--- src/hdl/tsp_pkg.sv ---
// Package for the trapezoid speed profile block.
// Holds register indexes, reset values, phase codes and shared widths.
// Used by tsp_divider and trapezoid_speed_profile.
package tsp_pkg;

    // Width of the speed fields and of the configuration write data.
    localparam int SPEED_W   = 16;
    localparam int CFG_W     = 16;
    localparam int CFG_IDX_W = 2;

    // Default for the TIME_BITS parameter of the top level.
    localparam int TIME_BITS_DEF = 16;

    // Configuration register indexes.
    localparam logic [CFG_IDX_W-1:0] REG_TARGET = 2'd0;
    localparam logic [CFG_IDX_W-1:0] REG_RISE   = 2'd1;
    localparam logic [CFG_IDX_W-1:0] REG_HOLD   = 2'd2;
    localparam logic [CFG_IDX_W-1:0] REG_FALL   = 2'd3;

    // Register values after reset.
    localparam logic [CFG_W-1:0] TARGET_RST = 16'd1000;
    localparam logic [CFG_W-1:0] RISE_RST   = 16'd100;
    localparam logic [CFG_W-1:0] HOLD_RST   = 16'd150;
    localparam logic [CFG_W-1:0] FALL_RST   = 16'd100;

    // Phase codes on the result.
    localparam logic [1:0] PH_RISE = 2'd0;
    localparam logic [1:0] PH_HOLD = 2'd1;
    localparam logic [1:0] PH_FALL = 2'd2;

endpackage

--- src/hdl/tsp_divider.sv ---
// Bit-serial restoring divider for the trapezoid speed profile block.
// Produces a SPEED_W-bit quotient, one bit per cycle; depends on tsp_pkg.
module tsp_divider
    import tsp_pkg::*;
#(
    parameter int TW = 16
) (
    input  logic                  i_clk,
    input  logic                  i_rst_n,
    input  logic                  i_start,
    input  logic [SPEED_W+TW-1:0] i_dividend,
    input  logic [TW-1:0]         i_divisor,
    output logic                  o_busy,
    output logic [SPEED_W-1:0]    o_quotient
);

    localparam int CNT_W = $clog2(SPEED_W + 1);

    logic [TW-1:0]      r_rem;
    logic [SPEED_W-1:0] r_dvd;
    logic [TW-1:0]      r_div;
    logic [CNT_W-1:0]   r_cnt;
    logic               r_busy;

    logic [TW:0]   trial;
    logic          fits;
    logic [TW:0]   diff;

    // The dividend is known to be below divisor * 2^SPEED_W, so the upper
    // part starts below the divisor and the quotient fits SPEED_W bits.
    always_comb begin
        trial = {r_rem, r_dvd[SPEED_W-1]};
        fits  = (trial >= {1'b0, r_div});
        diff  = trial - {1'b0, r_div};
    end

    always_ff @(posedge i_clk) begin
        if (!i_rst_n) begin
            r_busy <= 1'b0;
            r_cnt  <= '0;
        end else if (i_start) begin
            r_busy <= 1'b1;
            r_cnt  <= CNT_W'(SPEED_W);
        end else if (r_busy) begin
            r_cnt <= r_cnt - 1'b1;
            if (r_cnt == CNT_W'(1)) begin
                r_busy <= 1'b0;
            end
        end
    end

    always_ff @(posedge i_clk) begin
        if (i_start) begin
            r_rem <= i_dividend[SPEED_W+TW-1:SPEED_W];
            r_dvd <= i_dividend[SPEED_W-1:0];
            r_div <= i_divisor;
        end else if (r_busy) begin
            r_rem <= fits ? diff[TW-1:0] : trial[TW-1:0];
            r_dvd <= {r_dvd[SPEED_W-2:0], fits};
        end
    end

    assign o_busy     = r_busy;
    assign o_quotient = r_dvd;

endmodule

--- src/hdl/trapezoid_speed_profile.sv ---
// Top level of the periodic trapezoidal speed profile generator.
// Depends on tsp_pkg and instantiates tsp_divider.
//
// Usage: every item on the input channel (i_in_valid / o_in_ready) is one
// publish tick and carries a restart flag that puts the cycle position back
// to zero before the tick is evaluated. For every item the block returns
// exactly one item on the output channel (o_out_valid / i_out_ready) with
// the commanded speed in signed mm/s and the phase (rising, holding,
// falling). The ramp value is a product of the plateau speed and a tick
// count, divided by the ramp length and truncated toward zero.
// The phase and operands are registered at the accepting edge. The
// multiplier then registers the product in ST_MUL, ST_LOAD loads the
// divider, the bit-serial divider works through the quotient in ST_DIV,
// the sequencer sees the divider finish and moves to ST_DONE, and ST_DONE
// writes the output register and raises o_out_valid.
// The serial divider handles one item at a time; a new item is taken only
// once the last is through, as o_in_ready is high only while the sequencer
// is idle, which it is again in the cycle after the result is written.
// The output register holds a finished item while the receiver stalls, and
// the next item can already be taken and worked on meanwhile; a new result
// waits in the sequencer until the output register frees up.
// Reset (synchronous, active low) restores the default profile (1000 mm/s,
// 100 / 150 / 100 ticks), clears the position and empties the output.
// Configuration writes are taken on any cycle with i_cfg_we high.
module trapezoid_speed_profile
    import tsp_pkg::*;
#(
    parameter int TIME_BITS = TIME_BITS_DEF
) (
    input  logic                        i_clk,
    input  logic                        i_rst_n,
    input  logic                        i_cfg_we,
    input  logic [CFG_IDX_W-1:0]        i_cfg_idx,
    input  logic [CFG_W-1:0]            i_cfg_data,
    input  logic                        i_in_valid,
    output logic                        o_in_ready,
    input  logic                        i_restart,
    output logic                        o_out_valid,
    input  logic                        i_out_ready,
    output logic signed [SPEED_W-1:0]   o_speed,
    output logic [1:0]                  o_phase
);

    // Tick registers keep only the low TIME_BITS bits of a 16-bit write.
    localparam int TW = (TIME_BITS < CFG_W) ? TIME_BITS : CFG_W;
    // Position counter width; a full cycle is below 2^(TW+2).
    localparam int PW = TIME_BITS + 2;

    typedef enum logic [2:0] {
        ST_IDLE,
        ST_MUL,
        ST_LOAD,
        ST_DIV,
        ST_DONE
    } t_state;

    t_state r_state;

    // Configuration.
    logic signed [SPEED_W-1:0] r_target;
    logic [TW-1:0]             r_rise;
    logic [TW-1:0]             r_hold;
    logic [TW-1:0]             r_fall;

    // Cycle position.
    logic [PW-1:0] r_pos;

    // Operands and results of the current item.
    logic [SPEED_W-1:0]    r_mag;
    logic [TW-1:0]         r_mult;
    logic [TW-1:0]         r_divisor;
    logic                  r_neg;
    logic [1:0]            r_phase;
    logic [SPEED_W+TW-1:0] r_prod;

    // Output register.
    logic                      r_out_valid;
    logic signed [SPEED_W-1:0] r_speed;
    logic [1:0]                r_phase_out;

    logic                  in_fire;
    logic                  out_free;
    logic [PW-1:0]         period;
    logic [PW-1:0]         pos;
    logic [PW-1:0]         t;
    logic [PW-1:0]         rise_hold;
    logic [PW-1:0]         d;
    logic [PW-1:0]         t_next;
    logic [1:0]            n_phase;
    logic [TW-1:0]         n_mult;
    logic [TW-1:0]         n_divisor;
    logic [SPEED_W-1:0]    target_mag;
    logic                  div_busy;
    logic [SPEED_W-1:0]    quotient;
    logic [SPEED_W-1:0]    n_speed;

    assign in_fire  = i_in_valid && (r_state == ST_IDLE);
    assign out_free = !r_out_valid || i_out_ready;

    // Phase selection and operand setup for the tick being accepted. The
    // plateau and the empty falling ramp use a divisor of one so that the
    // same multiply and divide path yields the plateau speed or zero.
    always_comb begin
        period     = PW'(r_rise) + PW'(r_hold) + PW'(r_fall);
        pos        = i_restart ? '0 : r_pos;
        t          = (pos >= period) ? '0 : pos;
        rise_hold  = PW'(r_rise) + PW'(r_hold);
        d          = t - rise_hold;
        target_mag = r_target[SPEED_W-1] ? SPEED_W'(-r_target) : SPEED_W'(r_target);
        if (t < PW'(r_rise)) begin
            n_phase   = PH_RISE;
            n_mult    = t[TW-1:0];
            n_divisor = r_rise;
        end else if (t < rise_hold) begin
            n_phase   = PH_HOLD;
            n_mult    = TW'(1);
            n_divisor = TW'(1);
        end else if (r_fall != '0) begin
            n_phase   = PH_FALL;
            n_mult    = r_fall - d[TW-1:0];
            n_divisor = r_fall;
        end else begin
            n_phase   = PH_FALL;
            n_mult    = '0;
            n_divisor = TW'(1);
        end
        t_next = t + 1'b1;
        if (t_next >= period) begin
            t_next = '0;
        end
    end

    assign n_speed = r_neg ? SPEED_W'(-quotient) : quotient;

    // Configuration registers.
    always_ff @(posedge i_clk) begin
        if (!i_rst_n) begin
            r_target <= TARGET_RST;
            r_rise   <= RISE_RST[TW-1:0];
            r_hold   <= HOLD_RST[TW-1:0];
            r_fall   <= FALL_RST[TW-1:0];
        end else if (i_cfg_we) begin
            unique case (i_cfg_idx)
                REG_TARGET: r_target <= i_cfg_data;
                REG_RISE:   r_rise   <= i_cfg_data[TW-1:0];
                REG_HOLD:   r_hold   <= i_cfg_data[TW-1:0];
                REG_FALL:   r_fall   <= i_cfg_data[TW-1:0];
                default:    r_target <= r_target;
            endcase
        end
    end

    // Sequencer, position counter and output register. A result written in
    // ST_DONE replaces the one being taken in the same cycle.
    always_ff @(posedge i_clk) begin
        if (!i_rst_n) begin
            r_state     <= ST_IDLE;
            r_pos       <= '0;
            r_out_valid <= 1'b0;
        end else begin
            if (r_out_valid && i_out_ready && (r_state != ST_DONE)) begin
                r_out_valid <= 1'b0;
            end
            unique case (r_state)
                ST_IDLE: begin
                    if (in_fire) begin
                        r_pos   <= t_next;
                        r_state <= ST_MUL;
                    end
                end
                ST_MUL: begin
                    r_state <= ST_LOAD;
                end
                ST_LOAD: begin
                    r_state <= ST_DIV;
                end
                ST_DIV: begin
                    if (!div_busy) begin
                        r_state <= ST_DONE;
                    end
                end
                ST_DONE: begin
                    if (out_free) begin
                        r_out_valid <= 1'b1;
                        r_state     <= ST_IDLE;
                    end
                end
                default: r_state <= ST_IDLE;
            endcase
        end
    end

    // Datapath registers without reset.
    always_ff @(posedge i_clk) begin
        if (in_fire) begin
            r_mag     <= target_mag;
            r_neg     <= r_target[SPEED_W-1];
            r_mult    <= n_mult;
            r_divisor <= n_divisor;
            r_phase   <= n_phase;
        end
        if (r_state == ST_MUL) begin
            r_prod <= r_mag * r_mult;
        end
        if (r_state == ST_DONE && out_free) begin
            r_speed     <= n_speed;
            r_phase_out <= r_phase;
        end
    end

    tsp_divider #(
        .TW (TW)
    ) u_div (
        .i_clk      (i_clk),
        .i_rst_n    (i_rst_n),
        .i_start    (r_state == ST_LOAD),
        .i_dividend (r_prod),
        .i_divisor  (r_divisor),
        .o_busy     (div_busy),
        .o_quotient (quotient)
    );

    assign o_in_ready  = (r_state == ST_IDLE);
    assign o_out_valid = r_out_valid;
    assign o_speed     = r_speed;
    assign o_phase     = r_phase_out;

endmodule

--- config.mk ---
export PLATFORM = sky130hd
export DESIGN_NAME = trapezoid_speed_profile
export DESIGN_NICKNAME = d
export VERILOG_FILES = /design/src/hdl/tsp_pkg.sv /design/src/hdl/tsp_divider.sv /design/src/hdl/trapezoid_speed_profile.sv
export SDC_FILE = /design/constraint.sdc
export NUM_CORES = 1
export LEC_CHECK = 0
export BUFFER_PORTS_ARGS = -buffer_cell sky130_fd_sc_hd__buf_2
export CORE_ASPECT_RATIO = 0.75
export CORE_MARGIN = 4
export CORE_UTILIZATION = 65
export CTS_BUF_LIST = sky130_fd_sc_hd__clkbuf_8
export DETAILED_ROUTE_END_ITERATION = 7
export PLACE_DENSITY = 0.93
export SYNTH_ARGS = -nofsm -noshare
export SYNTH_HDL_FRONTEND = slang
export SYNTH_SLANG_ARGS = --single-unit
--- constraint.sdc ---
create_clock -name i_clk -period 10.44 [get_ports i_clk]
set_clock_uncertainty 0.05 [all_clocks]
set_input_delay 2.088 -clock i_clk [delete_from_list [all_inputs] [get_ports i_clk]]
set_output_delay 2.088 -clock i_clk [all_outputs]
set_load 0.02 [all_outputs]
==> impl_metrics.json, run 1 <==
{
  "fin_crit_sh_pct": 93.1,
  "worst-slew-pin-transition_ns": 1.20,
  "grt_pass1_wl_mm": 102,
  "first_pass_iters": 8,
  "rows": 59,
  "clockRootBuffer": "clkbuf_8",
  "die-area_um2": 39200,
  "drc": 1,
  "coreArea_um2": 35100,
  "rrSetupSlack_ns": 0.72,
  "swShare_pct": 45.4,
  "setup.worst_path.class": "reg2reg",
  "top_level_ports": 44,
  "syn2layout_area_growth_pct": 5.52,
  "power.leakage_uw": 0.0114,
  "cpMaxStageDelayCell": "o32ai_2",
  "post_cts_buffers": 0,
  "numCtsBuffers": 38,
  "reg2reg_depth": 40,
  "critPathLaunch": "r_rise[1]$_SDFFE_PN0P_",
  "synth-main-ff-cell": "edfxtp_1",
  "yosys.area.top_type": "edfxtp_1",
  "min_path_cells": 0,
  "fmax_ghz": 0.103,
  "synth_top_cell_area_share_pct": 19.1,
  "ir_worst_vdd_v": 0.000286,
  "drv_slew": 0,
  "hold_viol_final": 0,
  "crit_path_start_kind": "flip-flop",
  "setup_viol": 0,
  "antennaDiodeCount": 0,
  "r2r_end": "r_mult[15]$_DFFE_PP_",
  "portBuffers": 43,
  "die_y_um": 172,
  "fin_crit_ns": 9.72,
  "top_register": "r_prod",
  "hpwl_mm": 50.0,
  "hold_end": "u_div.r_div[3]$_DFFE_PP_",
  "routabilityCongestion": 1.00,
  "synth.net_count": 2989,
  "synth.avg_cell_area_um2": 9.32,
  "slew_headroom_pct": 20.3,
  "crit_top_cell": "a21oi_1",
  "ant_nets": 0,
  "vias": 19060,
  "combPwrFrac_pct": 62.7,
  "netlist_area_um2": 23400,
  "reg2reg_from": "r_rise[1]$_SDFFE_PN0P_",
  "grt_max_degree": 77,
  "synth-async-reset-ratio_pct": 0,
  "p_per_area_nw_per_um2": 243,
  "grtUsageTotal_pct": 33.4,
  "grt_overflow": 0,
  "antenna_found_initial": 2,
  "synth_cell_types": 94,
  "cp-end-kind": "flip-flop",
  "top_regs": "r_prod: 32 flops, r_pos: 18 flops",
  "max-cap-violations": 0,
  "arrival_ns": 9.99,
  "grt_pass1_vias": 18999,
  "layout-drive-gt1-share_pct": 7.11,
  "synth-edff-count": 149,
  "die_w_um": 227,
  "seqPwrFrac_pct": 23.8,
  "critPathBufInv": 1,
  "largest_register_ffs": 32,
  "htreeDepth": 2,
  "violations": "DRC",
  "outcome": "complete, but fails checks",
  "ctsHoldBuffers": 0,
  "crit_fanout": 7,
  "fillers": 2458,
  "crit_family": "compound AO/OA/AOI/OAI gates",
  "holdCritStartpoint": "r_divisor[3]$_DFFE_PP_",
  "cts_sinks": 241,
  "ys_ff_latch": 241,
  "slowest_delay_ns": 0.56,
  "worstHoldPathType": "reg2reg",
  "cts_tree": "done",
  "clockPowerShare_pct": 13.6,
  "p_int_uw": 3280,
  "p_sw_uw": 2730,
  "yosys_warnings": 0,
  "fin_nets": 3004,
  "routed_wl_mm": 64.9,
  "required_ns": 10.72,
  "cts.clk_slew.worst_paths_ns": 0.07,
  "rsz0062_at_grt": "false",
  "synth_area_leaders": "edfxtp_1, fa_1, ha_1, dfxtp_1, nand2_1",
  "first_iter_violations": 2438,
  "ctsLongestPathBuffers": 3,
  "seq_area_frac_synth_pct": 26.9,
  "fin_setup_tns_ns": 0,
  "fin_util_pct": 70.4,
  "vias_per_cell": 6.32,
  "syn_inst": 2516,
  "wl_per_cell_um": 21.5,
  "start_util_pct": 66.7,
  "clkLatencyLatePin_ns": 0.58
}
power by group through the flow:
stage | Sequential, uW | Combinational (uW) | Clock [uW]
6_report | 1430 | 3770 | 815
5_1_grt | 1430 | 4120 | 860
4_1_cts | 1420 | 3640 | 819
3_5_place_dp | 1440 | 3600 | 0
3_3_place_gp | 1430 | 3300 | 0
2_1_floorplan | 1370 | 2700 | 0
worst max-delay path by stage:
| stage | to | slack, ns | cells past startpoint |
|---|---|---|---|
| 6_report | r_mult[15]$_DFFE_PP_ | 0.72 | 40 |
| 5_1_grt | r_mult[15]$_DFFE_PP_ | 0.06 | 40 |
| 4_1_cts | r_mult[15]$_DFFE_PP_ | 0.68 | 40 |
| 3_5_place_dp | r_mult[15]$_DFFE_PP_ | 0.74 | 40 |
| 3_3_place_gp | r_mult[15]$_DFFE_PP_ | 1.03 | 40 |
| 2_1_floorplan | r_mult[15]$_DFFE_PP_ | 1.83 | 31 |
cells in the mapped netlist (all sizes together), types with 16 or more instances:
library cell	n
nor3	28
nor2b	31
dfxtp	92
mux2i	16
o21ai	65
o21a	27
xnor2	91
nand2	408
xor2	27
o31ai	21
and2	115
ha	237
a22o	26
a32oi	16
nand2b	29
nor2	94
inv	361
a21oi	88
edfxtp	149
nand3	40
a21boi	57
fa	212
clkbuf	68
a21o	27
through the flow:
stage	cell area [um^2]	hold WS [ns]	setup slack, ns	instances	total power (uW)
final	24700	0.368	0.723	3017	6020
after global routing	24700	0.370	0.0642	3017	6410
after CTS	24700	0.373	0.685	3017	5880
after detailed placement	24000	0.361	0.742	2948	5040
after global placement	24000	0.352	1.03	2948	4730
after floorplan	23400	0.350	1.83	2516	4070
cells in the final DEF, fill, tap and decap left out, drive strengths merged, types with 40 or more instances in the layout:
cell type    n
a21boi      57
a21oi       88
and2       115
buf         62
clkbuf      45
dfxtp       92
edfxtp     149
fa         212
ha         237
inv        378
nand2      408
nand3       40
nor2        94
o21ai       65
xnor2       91
layer usage:
metal	share of wire (%)	track usage, %
met3	13	9.35
met2	42	50.7
met4	3.7	10.7
met5	0.071	0
met1	41	47.0
logic make-up (layout without fill, tap and decap cells):
family | Yosys count | count (layout) | share of synthesized area (%)
simple gates | 821 | 821 | 16.6
fa+ha+maj | 449 | 449 | 30.7
compound gates | 419 | 419 | 12.7
flops | 241 | 241 | 26.9
buf+inv | 448 | 492 | 7.59
xor+xnor | 118 | 118 | 4.52
mux | 20 | 20 | 0.875
what timing repair did:
action	in CTS	in global routing
resized for setup	0	1
hold endpoints to repair	0	0
endpoints found under the setup margin	0	2
final cells by class:
class | instances | area (um^2) | area share, %
clock inverter | 24 | 135 | 0.546
timing repair buffer | 62 | 358 | 1.45
clock buffer | 45 | 619 | 2.50
sequential | 241 | 6320 | 25.5
multi-input combinational | 1827 | 15400 | 62.2
inverter | 361 | 1360 | 5.48
tap | 457 | 572 | 2.31
Note: power is estimated with default switching activity, not from simulation.
==> inputs of run 2 (changes only) <==
--- a/config.mk
+++ b/config.mk
@@ -8,10 +8,11 @@
 export BUFFER_PORTS_ARGS = -buffer_cell sky130_fd_sc_hd__buf_2
 export CORE_ASPECT_RATIO = 0.75
 export CORE_MARGIN = 4
-export CORE_UTILIZATION = 65
+export CORE_UTILIZATION = 60
 export CTS_BUF_LIST = sky130_fd_sc_hd__clkbuf_8
 export DETAILED_ROUTE_END_ITERATION = 7
-export PLACE_DENSITY = 0.93
+export PLACE_DENSITY = 0.91
+export SKIP_LAST_GASP = 1
 export SYNTH_ARGS = -nofsm -noshare
 export SYNTH_HDL_FRONTEND = slang
 export SYNTH_SLANG_ARGS = --single-unit
==> constraint.sdc (replaced) <==
create_clock -name i_clk -period 8.1 [get_ports i_clk]
set_clock_uncertainty 0.05 [all_clocks]
set_input_delay 1.62 -clock i_clk [delete_from_list [all_inputs] [get_ports i_clk]]
set_output_delay 1.62 -clock i_clk [all_outputs]
set_load 0.02 [all_outputs]
==> run 2 against run 1 <==
Final area is 7.0% higher; cell count increased by 6.6%; first-iteration DRC count increased by 0.25%; global-route usage decreased by 1.0 points; clock-buffer cell count fell by 4; die area is 8.0% higher; total power is 36% higher; critical endpoint unchanged; non-clock buffer count grew 140; maximum frequency rose by 21%; the run now ends clean; sequential share of layout area shrank 1.7 points; flip-flop and latch count unchanged; register-to-register slack got worse by 0.66 ns.
==> impl_metrics.json, run 2 (same netlist as run 1, synthesis figures left out) <==
{
  "layout_common_cells": "nand2_1, inv_1, ha_1",
  "fin_crit_sh_pct": 99.3,
  "ir_worst_vdd_v": 0.000335,
  "cp-end-kind": "flip-flop",
  "clkLatencyLatePin_ns": 0.58,
  "cts_sinks": 241,
  "routabilityCongestion": 1.02,
  "grt_overflow": 0,
  "vias": 20161,
  "cts_tree": "done",
  "rows": 62,
  "setup_viol": 0,
  "crit_fanout": 4,
  "start_util_pct": 61.1,
  "top_regs": "r_prod: 32 flops, r_pos: 18 flops",
  "grt_pass1_vias": 20025,
  "r2r_end": "r_mult[15]$_DFFE_PP_",
  "cpMaxStageDelayCell": "fa_1",
  "hold_viol_final": 0,
  "rsz0062_at_grt": "true",
  "rrSetupSlack_ns": 0.06,
  "max-cap-violations": 0,
  "critPathBufInv": 2,
  "cts.clk_slew.worst_paths_ns": 0.08,
  "seqPwrFrac_pct": 22.1,
  "arrival_ns": 8.32,
  "clockRootBuffer": "clkbuf_8",
  "fin_crit_ns": 8.04,
  "slowest_delay_ns": 0.41,
  "grtUsageTotal_pct": 32.4,
  "p_int_uw": 4400,
  "wl_per_cell_um": 22.2,
  "layout-drive-gt1-share_pct": 14.8,
  "swShare_pct": 46.1,
  "setup.worst_path.class": "reg2reg",
  "worst-slew-pin-transition_ns": 1.19,
  "fin_nets": 3145,
  "holdCritStartpoint": "r_divisor[0]$_DFFE_PP_",
  "largest_register_ffs": 32,
  "worstHoldPathType": "reg2reg",
  "die-area_um2": 42300,
  "final_common_cell": "nand2_1",
  "slew_headroom_pct": 20.4,
  "top_register": "r_prod",
  "die_y_um": 179,
  "routed_wl_mm": 71.3,
  "required_ns": 8.38,
  "antenna_found_initial": 1,
  "clockPowerShare_pct": 13.9,
  "numCtsBuffers": 39,
  "place_ws_ns": -0.250,
  "drv_slew": 0,
  "min_path_cells": 0,
  "drc": 0,
  "fmax_ghz": 0.124,
  "crit_path_start_kind": "flip-flop",
  "ant_nets": 0,
  "top_level_ports": 44,
  "reg2reg_depth": 41,
  "power_uw": 8170,
  "crit_top_cell": "a21oi_2",
  "hpwl_mm": 52.4,
  "reg2reg_from": "r_rise[0]$_SDFFE_PN0P_",
  "grt_pass1_wl_mm": 108,
  "ctsLongestPathBuffers": 3,
  "critPathLaunch": "r_rise[0]$_SDFFE_PN0P_",
  "p_sw_uw": 3770,
  "hold_end": "u_div.r_div[0]$_DFFE_PP_",
  "power.leakage_uw": 0.0122,
  "first_iter_violations": 2444,
  "ctsHoldBuffers": 0,
  "first_pass_iters": 6,
  "syn2layout_area_growth_pct": 12.9,
  "p_per_area_nw_per_um2": 309,
  "outcome": "finished clean",
  "portBuffers": 43,
  "crit_family": "compound AO/OA/AOI/OAI gates",
  "coreArea_um2": 38400,
  "htreeDepth": 2,
  "vias_per_cell": 6.27,
  "grt_max_degree": 77,
  "die_w_um": 236,
  "combPwrFrac_pct": 64.0,
  "finalWorstSetupSlack_ns": 0.0583,
  "worst-path-stages": 41
}
run 2: routing by layer:
layer | GRT usage, % | vias to the layer above | wire length, um
met5 | 0 | - | 0
met4 | 13.7 | 0 | 3710
met3 | 10.3 | 359 | 10400
met2 | 49.1 | 1505 | 30200
met1 | 43.4 | 9615 | 27000
li1 | - | 8682 | -
run 2: worst max path at each step:
stage                      endpoint  slack (ns)
6_report       r_mult[15]$_DFFE_PP_        0.06
5_1_grt        r_mult[15]$_DFFE_PP_       -0.33
4_1_cts        r_mult[14]$_DFFE_PP_        0.01
3_5_place_dp   r_mult[14]$_DFFE_PP_       -0.25
3_3_place_gp   r_mult[14]$_DFFE_PP_       -0.03
2_1_floorplan  r_mult[15]$_DFFE_PP_        0.05
run 2: per-stage QoR:
| stage | setup TNS, ns | cell area (um^2) | utilization [%] | hold WS, ns | cells |
|---|---|---|---|---|---|
| floorplan | 0 | 23500 | - | 0.350 | 2516 |
| global route | -4.01 | 26500 | 69.0 | 0.384 | 3214 |
| finish | 0 | 26500 | 69.0 | 0.371 | 3215 |
| CTS | 0 | 25800 | 67.2 | 0.370 | 3178 |
| detailed placement | -0.566 | 24900 | 64.8 | 0.355 | 3105 |
| global placement | -0.0332 | 24900 | 64.8 | 0.355 | 3105 |
run 2: power by group through the flow:
stage	Sequential, uW	Clock (uW)	Combinational (uW)
after floorplan	1760	0	3490
after global placement	1820	0	4470
after detailed placement	1830	0	4840
after CTS	1800	1140	4920
after global routing	1810	1190	5640
final	1800	1140	5230
run 2: repair_timing:
| action | in CTS | in global routing |
|---|---|---|
| gates resized for setup | 18 | 80 |
| endpoints found under the setup margin | 15 | 55 |
| buffers inserted | 3 | 35 |
| pin swaps | 9 | 52 |
run 2: final cells by class:
type / count / area, um^2
diodes: 2 / 5.00
clock buffers: 41 / 564
clock inverters: 29 / 243
fillers: 2617 / 11900
inverters: 361 / 1360
multi-input cells: 1827 / 15900
flip-flops and latches: 241 / 6320
well taps: 512 / 641
repair buffers: 202 / 1500
